## src/sv/otmt_pkg.sv

```systemverilog
// ----------------------------------------------------------------------------
// otmt_pkg: shared types and constants of the one-shot timer table
// Holds the channel payload structs, the work item that travels from the
// front end to the back end, the operation and status codes, and the states
// of the back end sequencer.
// ----------------------------------------------------------------------------
package otmt_pkg;

    localparam int SLOTS_DEF   = 16;
    localparam int MAX_RESULTS = 16;
    localparam int NFOUND_W    = $clog2(MAX_RESULTS + 1);
    localparam int TIME_W      = 32;
    localparam int ID_W        = 4;
    localparam int TIMEOUT_W   = 16;
    localparam int QUEUE_DEPTH = 2;
    localparam int QPTR_W      = $clog2(QUEUE_DEPTH);
    localparam int QCNT_W      = $clog2(QUEUE_DEPTH + 1);

    typedef enum logic {
        CMD_ARM  = 1'b0,
        CMD_TICK = 1'b1
    } t_cmd;

    typedef enum logic {
        KIND_ARM  = 1'b0,
        KIND_FIRE = 1'b1
    } t_kind;

    typedef enum logic [1:0] {
        STAT_OK     = 2'd0,
        STAT_BAD_ID = 2'd1,
        STAT_FULL   = 2'd2
    } t_status;

    typedef enum logic [1:0] {
        OP_ARM    = 2'd0,
        OP_REJECT = 2'd1,
        OP_TICK   = 2'd2
    } t_op;

    typedef enum logic [1:0] {
        S_IDLE   = 2'd0,
        S_SCAN   = 2'd1,
        S_COMMIT = 2'd2,
        S_FLUSH  = 2'd3
    } t_state;

    typedef struct packed {
        logic                 command;
        logic [ID_W-1:0]      client_id;
        logic [TIMEOUT_W-1:0] timeout;
    } t_in_item;

    typedef struct packed {
        logic            kind;
        logic [1:0]      status;
        logic [ID_W-1:0] fired_id;
        logic            last;
    } t_out_item;

    typedef struct packed {
        t_op                  op;
        logic [ID_W-1:0]      client_id;
        logic [TIMEOUT_W-1:0] timeout;
    } t_work;

endpackage

```

## src/sv/otmt_front.sv

```systemverilog
// ----------------------------------------------------------------------------
// otmt_front: command intake and work queue
// Accepts input transfers, classifies each command as arm, rejected arm or
// tick, and holds the work items in a short queue for the back end.
// ----------------------------------------------------------------------------
module otmt_front
    import otmt_pkg::*;
(
    input  logic     i_clk,
    input  logic     i_rst_n,
    input  logic     i_valid,
    output logic     o_stall,
    input  t_in_item i_data,
    output logic     o_q_valid,
    output t_work    o_q_item,
    input  logic     i_q_pop
);

    t_work              r_q [QUEUE_DEPTH];
    logic [QPTR_W-1:0]  r_wr;
    logic [QPTR_W-1:0]  r_rd;
    logic [QCNT_W-1:0]  r_count;
    logic               accept;
    logic               pop;
    t_work              item;

    assign o_stall   = (r_count == QCNT_W'(QUEUE_DEPTH));
    assign accept    = i_valid && !o_stall;
    assign o_q_valid = (r_count != '0);
    assign pop       = i_q_pop && o_q_valid;
    assign o_q_item  = r_q[r_rd];

    always_comb begin
        item.client_id = i_data.client_id;
        item.timeout   = i_data.timeout;
        if (i_data.command == CMD_TICK) begin
            item.op = OP_TICK;
        end else if (i_data.client_id == '0) begin
            item.op = OP_REJECT;
        end else begin
            item.op = OP_ARM;
        end
    end

    always_ff @(posedge i_clk) begin
        if (accept) begin
            r_q[r_wr] <= item;
        end
    end

    always_ff @(posedge i_clk) begin
        if (!i_rst_n) begin
            r_wr    <= '0;
            r_rd    <= '0;
            r_count <= '0;
        end else begin
            if (accept) begin
                r_wr <= r_wr + QPTR_W'(1);
            end
            if (pop) begin
                r_rd <= r_rd + QPTR_W'(1);
            end
            unique case ({accept, pop})
                2'b10:   r_count <= r_count + QCNT_W'(1);
                2'b01:   r_count <= r_count - QCNT_W'(1);
                default: r_count <= r_count;
            endcase
        end
    end

endmodule

```

## src/sv/otmt_back.sv

```systemverilog
// ----------------------------------------------------------------------------
// otmt_back: slot table and scan sequencer
// Executes one work item at a time. Owners and deadlines live in memories
// that are scanned one slot per cycle unless a held result stalls the scan;
// armed and used flags are flops. An arm writes its chosen slot after the
// scan; a tick reports expired slots in slot order via the output register.
// ----------------------------------------------------------------------------
module otmt_back
    import otmt_pkg::*;
#(
    parameter int SLOTS = SLOTS_DEF
) (
    input  logic      i_clk,
    input  logic      i_rst_n,
    input  logic      i_q_valid,
    input  t_work     i_q_item,
    output logic      o_q_pop,
    output logic      o_valid,
    input  logic      i_stall,
    output t_out_item o_data
);

    localparam int IW = (SLOTS > 1) ? $clog2(SLOTS) : 1;
    localparam int CW = $clog2(SLOTS + 1);

    logic [ID_W-1:0]   owner_mem [SLOTS];
    logic [TIME_W-1:0] dl_mem    [SLOTS];

    t_state              r_state, n_state;
    t_work               r_cur, n_cur;
    logic [TIME_W-1:0]   r_time, n_time;
    logic [SLOTS-1:0]    r_armed, n_armed;
    logic [SLOTS-1:0]    r_used, n_used;
    logic [CW-1:0]       r_cnt, n_cnt;
    logic                r_chk_vld, n_chk_vld;
    logic [IW-1:0]       r_chk_idx, n_chk_idx;
    logic                r_match_found, n_match_found;
    logic [IW-1:0]       r_match_idx, n_match_idx;
    logic                r_free_found, n_free_found;
    logic [IW-1:0]       r_free_idx, n_free_idx;
    logic                r_pend_vld, n_pend_vld;
    logic [ID_W-1:0]     r_pend_id, n_pend_id;
    logic [NFOUND_W-1:0] r_nfound, n_nfound;
    logic                r_out_vld;
    t_out_item           r_out;
    logic [ID_W-1:0]     r_rd_owner;
    logic [TIME_W-1:0]   r_rd_dl;

    logic              out_free;
    logic              issue;
    logic [IW-1:0]     rd_addr;
    logic              adv;
    logic              is_tick;
    logic [TIME_W-1:0] diff;
    logic              hit;
    logic              own_hit;
    logic              free_hit;
    logic              emit;
    t_out_item         emit_item;
    logic              mem_we;
    logic [IW-1:0]     wr_idx;

    assign out_free = !r_out_vld || !i_stall;
    assign issue    = (r_cnt < CW'(SLOTS));
    assign rd_addr  = issue ? r_cnt[IW-1:0] : '0;
    assign is_tick  = (r_cur.op == OP_TICK);
    assign diff     = r_time - r_rd_dl;
    assign hit      = is_tick && r_chk_vld && r_armed[r_chk_idx] && !diff[TIME_W-1]
                      && (r_nfound < NFOUND_W'(MAX_RESULTS));
    assign own_hit  = r_chk_vld && r_used[r_chk_idx] && !r_match_found
                      && (r_rd_owner == r_cur.client_id);
    assign free_hit = r_chk_vld && !r_armed[r_chk_idx] && !r_free_found;

    always_comb begin
        n_state       = r_state;
        n_cur         = r_cur;
        n_time        = r_time;
        n_armed       = r_armed;
        n_used        = r_used;
        n_cnt         = r_cnt;
        n_chk_vld     = r_chk_vld;
        n_chk_idx     = r_chk_idx;
        n_match_found = r_match_found;
        n_match_idx   = r_match_idx;
        n_free_found  = r_free_found;
        n_free_idx    = r_free_idx;
        n_pend_vld    = r_pend_vld;
        n_pend_id     = r_pend_id;
        n_nfound      = r_nfound;
        o_q_pop       = 1'b0;
        adv           = 1'b0;
        emit          = 1'b0;
        emit_item     = '0;
        mem_we        = 1'b0;
        wr_idx        = '0;
        unique case (r_state)
            S_IDLE: begin
                if (i_q_valid && (i_q_item.op != OP_REJECT || out_free)) begin
                    o_q_pop       = 1'b1;
                    n_cur         = i_q_item;
                    n_cnt         = '0;
                    n_chk_vld     = 1'b0;
                    n_match_found = 1'b0;
                    n_free_found  = 1'b0;
                    n_pend_vld    = 1'b0;
                    n_nfound      = '0;
                    unique case (i_q_item.op)
                        OP_REJECT: begin
                            emit             = 1'b1;
                            emit_item.kind   = KIND_ARM;
                            emit_item.status = STAT_BAD_ID;
                            emit_item.last   = 1'b1;
                        end
                        OP_TICK: begin
                            n_time  = r_time + TIME_W'(1);
                            n_state = S_SCAN;
                        end
                        default: begin
                            n_state = S_SCAN;
                        end
                    endcase
                end
            end
            S_SCAN: begin
                if (!(hit && r_pend_vld && !out_free)) begin
                    adv = 1'b1;
                    if (is_tick) begin
                        if (hit) begin
                            if (r_pend_vld) begin
                                emit               = 1'b1;
                                emit_item.kind     = KIND_FIRE;
                                emit_item.status   = STAT_OK;
                                emit_item.fired_id = r_pend_id;
                                emit_item.last     = 1'b0;
                            end
                            n_pend_vld          = 1'b1;
                            n_pend_id           = r_rd_owner;
                            n_nfound            = r_nfound + NFOUND_W'(1);
                            n_armed[r_chk_idx]  = 1'b0;
                        end
                    end else begin
                        if (own_hit) begin
                            n_match_found = 1'b1;
                            n_match_idx   = r_chk_idx;
                        end
                        if (free_hit) begin
                            n_free_found = 1'b1;
                            n_free_idx   = r_chk_idx;
                        end
                    end
                    n_chk_vld = issue;
                    n_chk_idx = rd_addr;
                    if (issue) begin
                        n_cnt = r_cnt + CW'(1);
                    end else begin
                        n_state = is_tick ? S_FLUSH : S_COMMIT;
                    end
                end
            end
            S_COMMIT: begin
                if (out_free) begin
                    emit           = 1'b1;
                    emit_item.kind = KIND_ARM;
                    emit_item.last = 1'b1;
                    n_state        = S_IDLE;
                    if (r_match_found || r_free_found) begin
                        emit_item.status = STAT_OK;
                        mem_we           = 1'b1;
                        wr_idx           = r_match_found ? r_match_idx : r_free_idx;
                        n_armed[wr_idx]  = 1'b1;
                        n_used[wr_idx]   = 1'b1;
                    end else begin
                        emit_item.status = STAT_FULL;
                    end
                end
            end
            S_FLUSH: begin
                if (!r_pend_vld) begin
                    n_state = S_IDLE;
                end else if (out_free) begin
                    emit               = 1'b1;
                    emit_item.kind     = KIND_FIRE;
                    emit_item.status   = STAT_OK;
                    emit_item.fired_id = r_pend_id;
                    emit_item.last     = 1'b1;
                    n_pend_vld         = 1'b0;
                    n_state            = S_IDLE;
                end
            end
            default: begin
                n_state = S_IDLE;
            end
        endcase
    end

    always_ff @(posedge i_clk) begin
        if (mem_we) begin
            owner_mem[wr_idx] <= r_cur.client_id;
            dl_mem[wr_idx]    <= r_time + TIME_W'(r_cur.timeout);
        end
        if (adv) begin
            r_rd_owner <= owner_mem[rd_addr];
            r_rd_dl    <= dl_mem[rd_addr];
        end
    end

    always_ff @(posedge i_clk) begin
        if (!i_rst_n) begin
            r_state    <= S_IDLE;
            r_time     <= '0;
            r_armed    <= '0;
            r_used     <= '0;
            r_cnt      <= '0;
            r_chk_vld  <= 1'b0;
            r_pend_vld <= 1'b0;
            r_nfound   <= '0;
            r_out_vld  <= 1'b0;
        end else begin
            r_state    <= n_state;
            r_time     <= n_time;
            r_armed    <= n_armed;
            r_used     <= n_used;
            r_cnt      <= n_cnt;
            r_chk_vld  <= n_chk_vld;
            r_pend_vld <= n_pend_vld;
            r_nfound   <= n_nfound;
            if (emit) begin
                r_out_vld <= 1'b1;
            end else if (!i_stall) begin
                r_out_vld <= 1'b0;
            end
        end
    end

    always_ff @(posedge i_clk) begin
        r_cur         <= n_cur;
        r_chk_idx     <= n_chk_idx;
        r_match_found <= n_match_found;
        r_match_idx   <= n_match_idx;
        r_free_found  <= n_free_found;
        r_free_idx    <= n_free_idx;
        r_pend_id     <= n_pend_id;
        if (emit) begin
            r_out <= emit_item;
        end
    end

    assign o_valid = r_out_vld;
    assign o_data  = r_out;

`ifndef SYNTHESIS
    a_armed_used: assert property (@(posedge i_clk) disable iff (!i_rst_n)
        (r_armed & ~r_used) == '0)
        else $error("armed slot without a written owner");

    a_pend_scope: assert property (@(posedge i_clk) disable iff (!i_rst_n)
        (r_state == S_IDLE || r_state == S_COMMIT) |-> !r_pend_vld)
        else $error("pending expiry outside a tick");

    a_nfound_cap: assert property (@(posedge i_clk) disable iff (!i_rst_n)
        r_nfound <= NFOUND_W'(MAX_RESULTS))
        else $error("too many expiries in one tick");

    a_scan_hold: assert property (@(posedge i_clk) disable iff (!i_rst_n)
        (r_state == S_SCAN && !adv) |-> (r_pend_vld && r_out_vld && i_stall))
        else $error("scan held without a blocked result");

    a_emit_free: assert property (@(posedge i_clk) disable iff (!i_rst_n)
        emit |-> out_free)
        else $error("result overwrote a waiting result");
`endif

endmodule

```

## src/sv/one_shot_timer_table_unit.sv

```systemverilog
// ----------------------------------------------------------------------------
// one_shot_timer_table_unit: table of one-shot timers keyed by client id
// Arm commands set a deadline for a client id; tick commands advance time
// and report expired timers in slot order, up to MAX_RESULTS per tick.
//
//   port group             dir   flow control     payload
//   i_valid/o_stall/i_data in    o_stall high     t_in_item
//   o_valid/i_stall/o_data out   i_stall high     t_out_item
//
// An arm with a nonzero id and a tick each scan the owner and deadline
// memories one slot per cycle, unless a result held by i_stall holds the
// scan; a zero-id arm is answered without a scan.
// A two-entry queue takes new commands while a scan runs.
// Reset is synchronous on i_rst_n, clears time and the armed and used flags,
// and needs no clearing pass.
// ----------------------------------------------------------------------------
module one_shot_timer_table_unit
    import otmt_pkg::*;
#(
    parameter int SLOTS = SLOTS_DEF
) (
    input  logic      i_clk,
    input  logic      i_rst_n,
    input  logic      i_valid,
    output logic      o_stall,
    input  t_in_item  i_data,
    output logic      o_valid,
    input  logic      i_stall,
    output t_out_item o_data
);

    logic  q_valid;
    t_work q_item;
    logic  q_pop;

    otmt_front u_front (
        .i_clk     (i_clk),
        .i_rst_n   (i_rst_n),
        .i_valid   (i_valid),
        .o_stall   (o_stall),
        .i_data    (i_data),
        .o_q_valid (q_valid),
        .o_q_item  (q_item),
        .i_q_pop   (q_pop)
    );

    otmt_back #(
        .SLOTS (SLOTS)
    ) u_back (
        .i_clk     (i_clk),
        .i_rst_n   (i_rst_n),
        .i_q_valid (q_valid),
        .i_q_item  (q_item),
        .o_q_pop   (q_pop),
        .o_valid   (o_valid),
        .i_stall   (i_stall),
        .o_data    (o_data)
    );

endmodule

```

## config.mk

```make
export PLATFORM = sky130hd
export DESIGN_NAME = one_shot_timer_table_unit
export DESIGN_NICKNAME = d
export VERILOG_FILES = /design/src/sv/otmt_pkg.sv /design/src/sv/otmt_front.sv /design/src/sv/otmt_back.sv /design/src/sv/one_shot_timer_table_unit.sv
export SDC_FILE = /design/constraint.sdc
export NUM_CORES = 1
export LEC_CHECK = 0
export ABC_AREA = 1
export BUFFER_PORTS_ARGS = -buffer_cell sky130_fd_sc_hd__buf_2
export CAP_MARGIN = 20
export CELL_PAD_IN_SITES_DETAIL_PLACEMENT = 0
export CELL_PAD_IN_SITES_GLOBAL_PLACEMENT = 1
export CORE_MARGIN = 3
export CORE_UTILIZATION = 52
export CTS_CLUSTER_SIZE = 24
export DETAILED_ROUTE_END_ITERATION = 6
export PLACE_DENSITY_LB_ADDON = 0.1
export SYNTH_ARGS = -nofsm -noshare
export SYNTH_HDL_FRONTEND = slang
export SYNTH_SLANG_ARGS = --single-unit
```

## constraint.sdc

```tcl
create_clock -name i_clk -period 4.7 [get_ports i_clk]
set_clock_uncertainty 0.2 [all_clocks]
set_input_delay 1.175 -clock i_clk [delete_from_list [all_inputs] [get_ports i_clk]]
set_output_delay 1.175 -clock i_clk [all_outputs]
set_load 0.01 [all_outputs]
```

==> results.py <==
metrics = {
    "run_status": {
        "run_status": "finished, final reports clean",
    },
    "worst_setup_path": {
        "timing.rr.end": "u_back.dl_mem[4][30]$_DFFE_PP_",
        "crit_path_start": "u_back.r_time[0]$_SDFFE_PN0P_",
        "crit_required_ps": 4790,
        "worst-r2r-cell-count": 13,
        "critPathKind": "reg2reg",
        "cp-endpoint": "u_back.dl_mem[4][30]$_DFFE_PP_",
        "setup.worst_path.start_class": "flip-flop",
        "critical_path_arrival_ps": 4230,
        "regToRegStartpoint": "u_back.r_time[0]$_SDFFE_PN0P_",
        "worstPathMaxFanout": 16,
        "critical_path.endpoint_type": "flip-flop",
        "rrSetupSlack_ps": 560,
    },
    "floorplanning": {
        "core_area_um2": 62280,
        "dieArea_um2": 66520,
        "placementRows": 91,
        "num_io_pins": 35,
        "die_w_um": 257.9,
        "effective_utilization_at_floorplan_pct": 52.99,
        "die_height_um": 257.9,
    },
    "pwr": {
        "power.density_cell_area_nw_per_um2": 493.1,
        "irDropWorstVdd_v": 0.0003876,
        "power.leakage_nw": 12.98,
    },
    "drt": {
        "drt_antenna_net_count": 0,
        "wl_um": 87830,
        "drc": 0,
        "detail_route.iter0.violations": 2136,
        "vias_per_cell": 5.966,
        "route.vias.total": 22190,
        "first_pass_iters": 6,
        "drt-wirelength-per-cell_um": 23.62,
    },
    "timing": {
        "finalSetupViolations": 0,
        "timing.fmax_mhz": 241.5,
        "fin_hold_ws_ps": 254.7,
        "slew-limit-headroom_pct": 27.81,
        "setup_repair_after_global_routing_missed_its_margin": "no",
        "final_clock_period_utilization_by_the_worst_path_pct": 88.10,
        "timing.setup.tns_ps": 0,
        "final_max_slew_viol_count": 0,
        "tightestPinTransition_ps": 1081,
        "hold_viol_final": 0,
        "finalWorstPathRequiredPeriod_ps": 4141,
    },
    "synthesis": {
        "yosys.area.top_type_share_pct": 64.06,
        "main_combinational_cell_family_by_area_after_synthesis": "compound AO/OA/AOI/OAI gates",
        "synthSimpleGateAreaFrac_pct": 10.79,
        "post_synth_num_cell_types": 43,
        "syn_area_um2": 33000,
        "synth.cells.most_frequent": "edfxtp_1 (704), nor2_1 (434), o21ai_0 (341), nand2_1 (306), inv_1 (162)",
        "ys_top_cells_by_area": "edfxtp_1 (64%), o21ai_0 (5.2%), dfxtp_1 (5.1%)",
        "postSynthNetCount": 2858,
        "synthAdderAreaFrac_pct": 1.956,
        "yosysTopAreaCell": "edfxtp_1",
        "synthFlopType": "edfxtp_1",
        "synth-xor-area-share_pct": 1.354,
        "gate_count_of_the_mapped_netlist": 2782,
        "synth.area.mux_share_pct": 0.6824,
        "syn-mean-instance-area_um2": 11.86,
        "synth_async_sr_flop_share_pct": 0,
        "seq_area_frac_synth_pct": 69.15,
        "synth_enable_flop_cells": 704,
        "synth_most_common_cell": "edfxtp_1",
        "synth-compound-area-share_pct": 12.36,
        "ys_seq_elements": 788,
        "synthesis_warnings": 0,
    },
    "clock_network": {
        "cts_resized": 0,
        "cts_num_sinks": 788,
        "clock_latency_on_the_worst_skew_pair_ps": 640,
        "cts.repair_timing.setup_buffer_count": 0,
        "clkSlewWorstSetupHoldPaths_ps": 60,
        "tritoncts.num_buffers": 83,
        "cts_root_buf": "clkbuf_16",
        "post_cts_hold_buffer_count": 0,
        "clock_tree.htree_level_count": 3,
        "cts_buffer_depth": 3,
        "tritoncts": "built",
    },
    "final_layout": {
        "register_area_um2": 22820,
        "finalCoreUtilization_pct": 59.64,
        "fill_cells": 4990,
        "nets": 2891,
        "diodes": 0,
        "multi_input_area_um2": 9125,
        "finish.cell_count_without_fillers": 3719,
        "area_growth_syn_to_layout_pct": 12.55,
        "post_layout_inst_area_um2": 37140,
        "layout_cell_share_with_drive_strength_beyond_1_pct": 9.889,
    },
    "min_path": {
        "class_of_the_tightest_hold_or_removal_check": "reg2reg",
        "hold_path_startpoint": "u_back.r_nfound[4]$_SDFFE_PN0P_",
    },
    "placed_design": {
        "dp.final_hpwl_um": 46580,
        "gp_congestion": 0.8632,
        "dpl_cell_area_um2": 34450,
        "placed_cells_incl_taps": 3563,
        "io_buffer_count": 34,
    },
    "grt": {
        "largest_net_degree_at_the_start_of_global_routing": 153,
        "grt_pass1_wl_um": 131700,
        "total_global_routing_overflow": 0,
        "grt.total_usage_pct": 26.20,
        "grt_pass1_vias": 21330,
        "grt_antenna_before_repair": 0,
    },
    "job": {
        "cap_violations": 0,
    },
}
[worst max-delay path, cell delays in order (launching register included)]
cell and delay, ps:
dfxtp_1 380, ha_1 190, inv_1 70, fa_1 470
o21ai_0 330, a21oi_1 110, o21bai_1 240, nand2_1 80
nand2_1 180, nand3_1 140, nand2_1 240, nand2_1 180
nor3_1 220, xor2_1 770
[worst min-delay path by stage]
stage / cells after the start / slack (ps) / end
after floorplan: 2 / 230 / u_back.r_nfound[4]$_SDFFE_PN0P_
after global placement: 2 / 250 / u_back.r_nfound[4]$_SDFFE_PN0P_
after detailed placement: 2 / 250 / u_back.r_nfound[4]$_SDFFE_PN0P_
after CTS: 2 / 260 / u_back.r_nfound[4]$_SDFFE_PN0P_
after global routing: 1 / 280 / u_back.r_used[7]$_SDFFE_PN0P_
final: 2 / 250 / u_back.r_nfound[4]$_SDFFE_PN0P_
[final cells by class]
class / count / area share, %
timing repair buffer: 94 / 2.385
tap: 837 / 2.819
clock buffer: 101 / 5.827
clock inverter: 51 / 1.260
inverter: 167 / 1.701
multi-input combinational: 1681 / 24.57
sequential: 788 / 61.44
[sequential cells by signal, indices dropped and copies added (netlist names), 8 cells and up, named ones only]
name              count
u_back.r_cur         22
u_back.r_rd_dl       32
u_back.owner_mem     64
u_back.r_armed       16
u_back.o_data         8
u_front.r_q          44
u_back.r_used        16
u_back.dl_mem       512
u_back.r_time        32
[stage by stage]
| step | worst slack, ps | power, mW |
|---|---|---|
| global placement | 719.1 | 12.02 |
| detailed placement | 614.1 | 12.09 |
| floorplan | 602.7 | 10.88 |
| global route | 148.2 | 19.09 |
| finish | 559.3 | 18.32 |
| CTS | 580.0 | 18.37 |
[metal layers]
layer / vias to the layer above / wire length [µm] / global-route usage [%]
met1: 11100 / 38880 / 37.77
met4: 0 / 2136 / 7.751
met5: - / 0 / 0
met2: 793 / 41540 / 42.20
li1: 10160 / - / -
met3: 136 / 5276 / 3.266
[cells in the final DEF, fill, tap and decap left out, types with 44 or more instances in the layout]
| cell type | instances |
|---|---|
| edfxtp_1 | 704 |
| nor2_1 | 411 |
| o21ai_0 | 341 |
| nand2_1 | 306 |
| inv_1 | 159 |
| a21oi_1 | 86 |
| dfxtp_1 | 84 |
| clkbuf_16 | 83 |
| o22ai_1 | 74 |
| o221ai_1 | 72 |
| o211ai_1 | 72 |
| ha_1 | 50 |
| nand3_1 | 46 |
| xor2_1 | 44 |
[power breakdown]
part / switching, mW / internal, mW / leakage (nW)
Sequential: 0.269 / 8.50 / 7.60
Combinational: 2.39 / 0.837 / 4.09
Clock: 2.73 / 3.59 / 1.29
[cells by family (layout without fill, tap and decap cells)]
| kind of cell | after synthesis | after routing |
|---|---|---|
| compound gates | 687 | 687 |
| xor+xnor | 51 | 51 |
| fa+ha+maj | 51 | 51 |
| buf+inv | 313 | 413 |
| flops | 788 | 788 |
| mux | 20 | 20 |
| simple gates | 872 | 872 |
(Power assumes the default switching activity.)
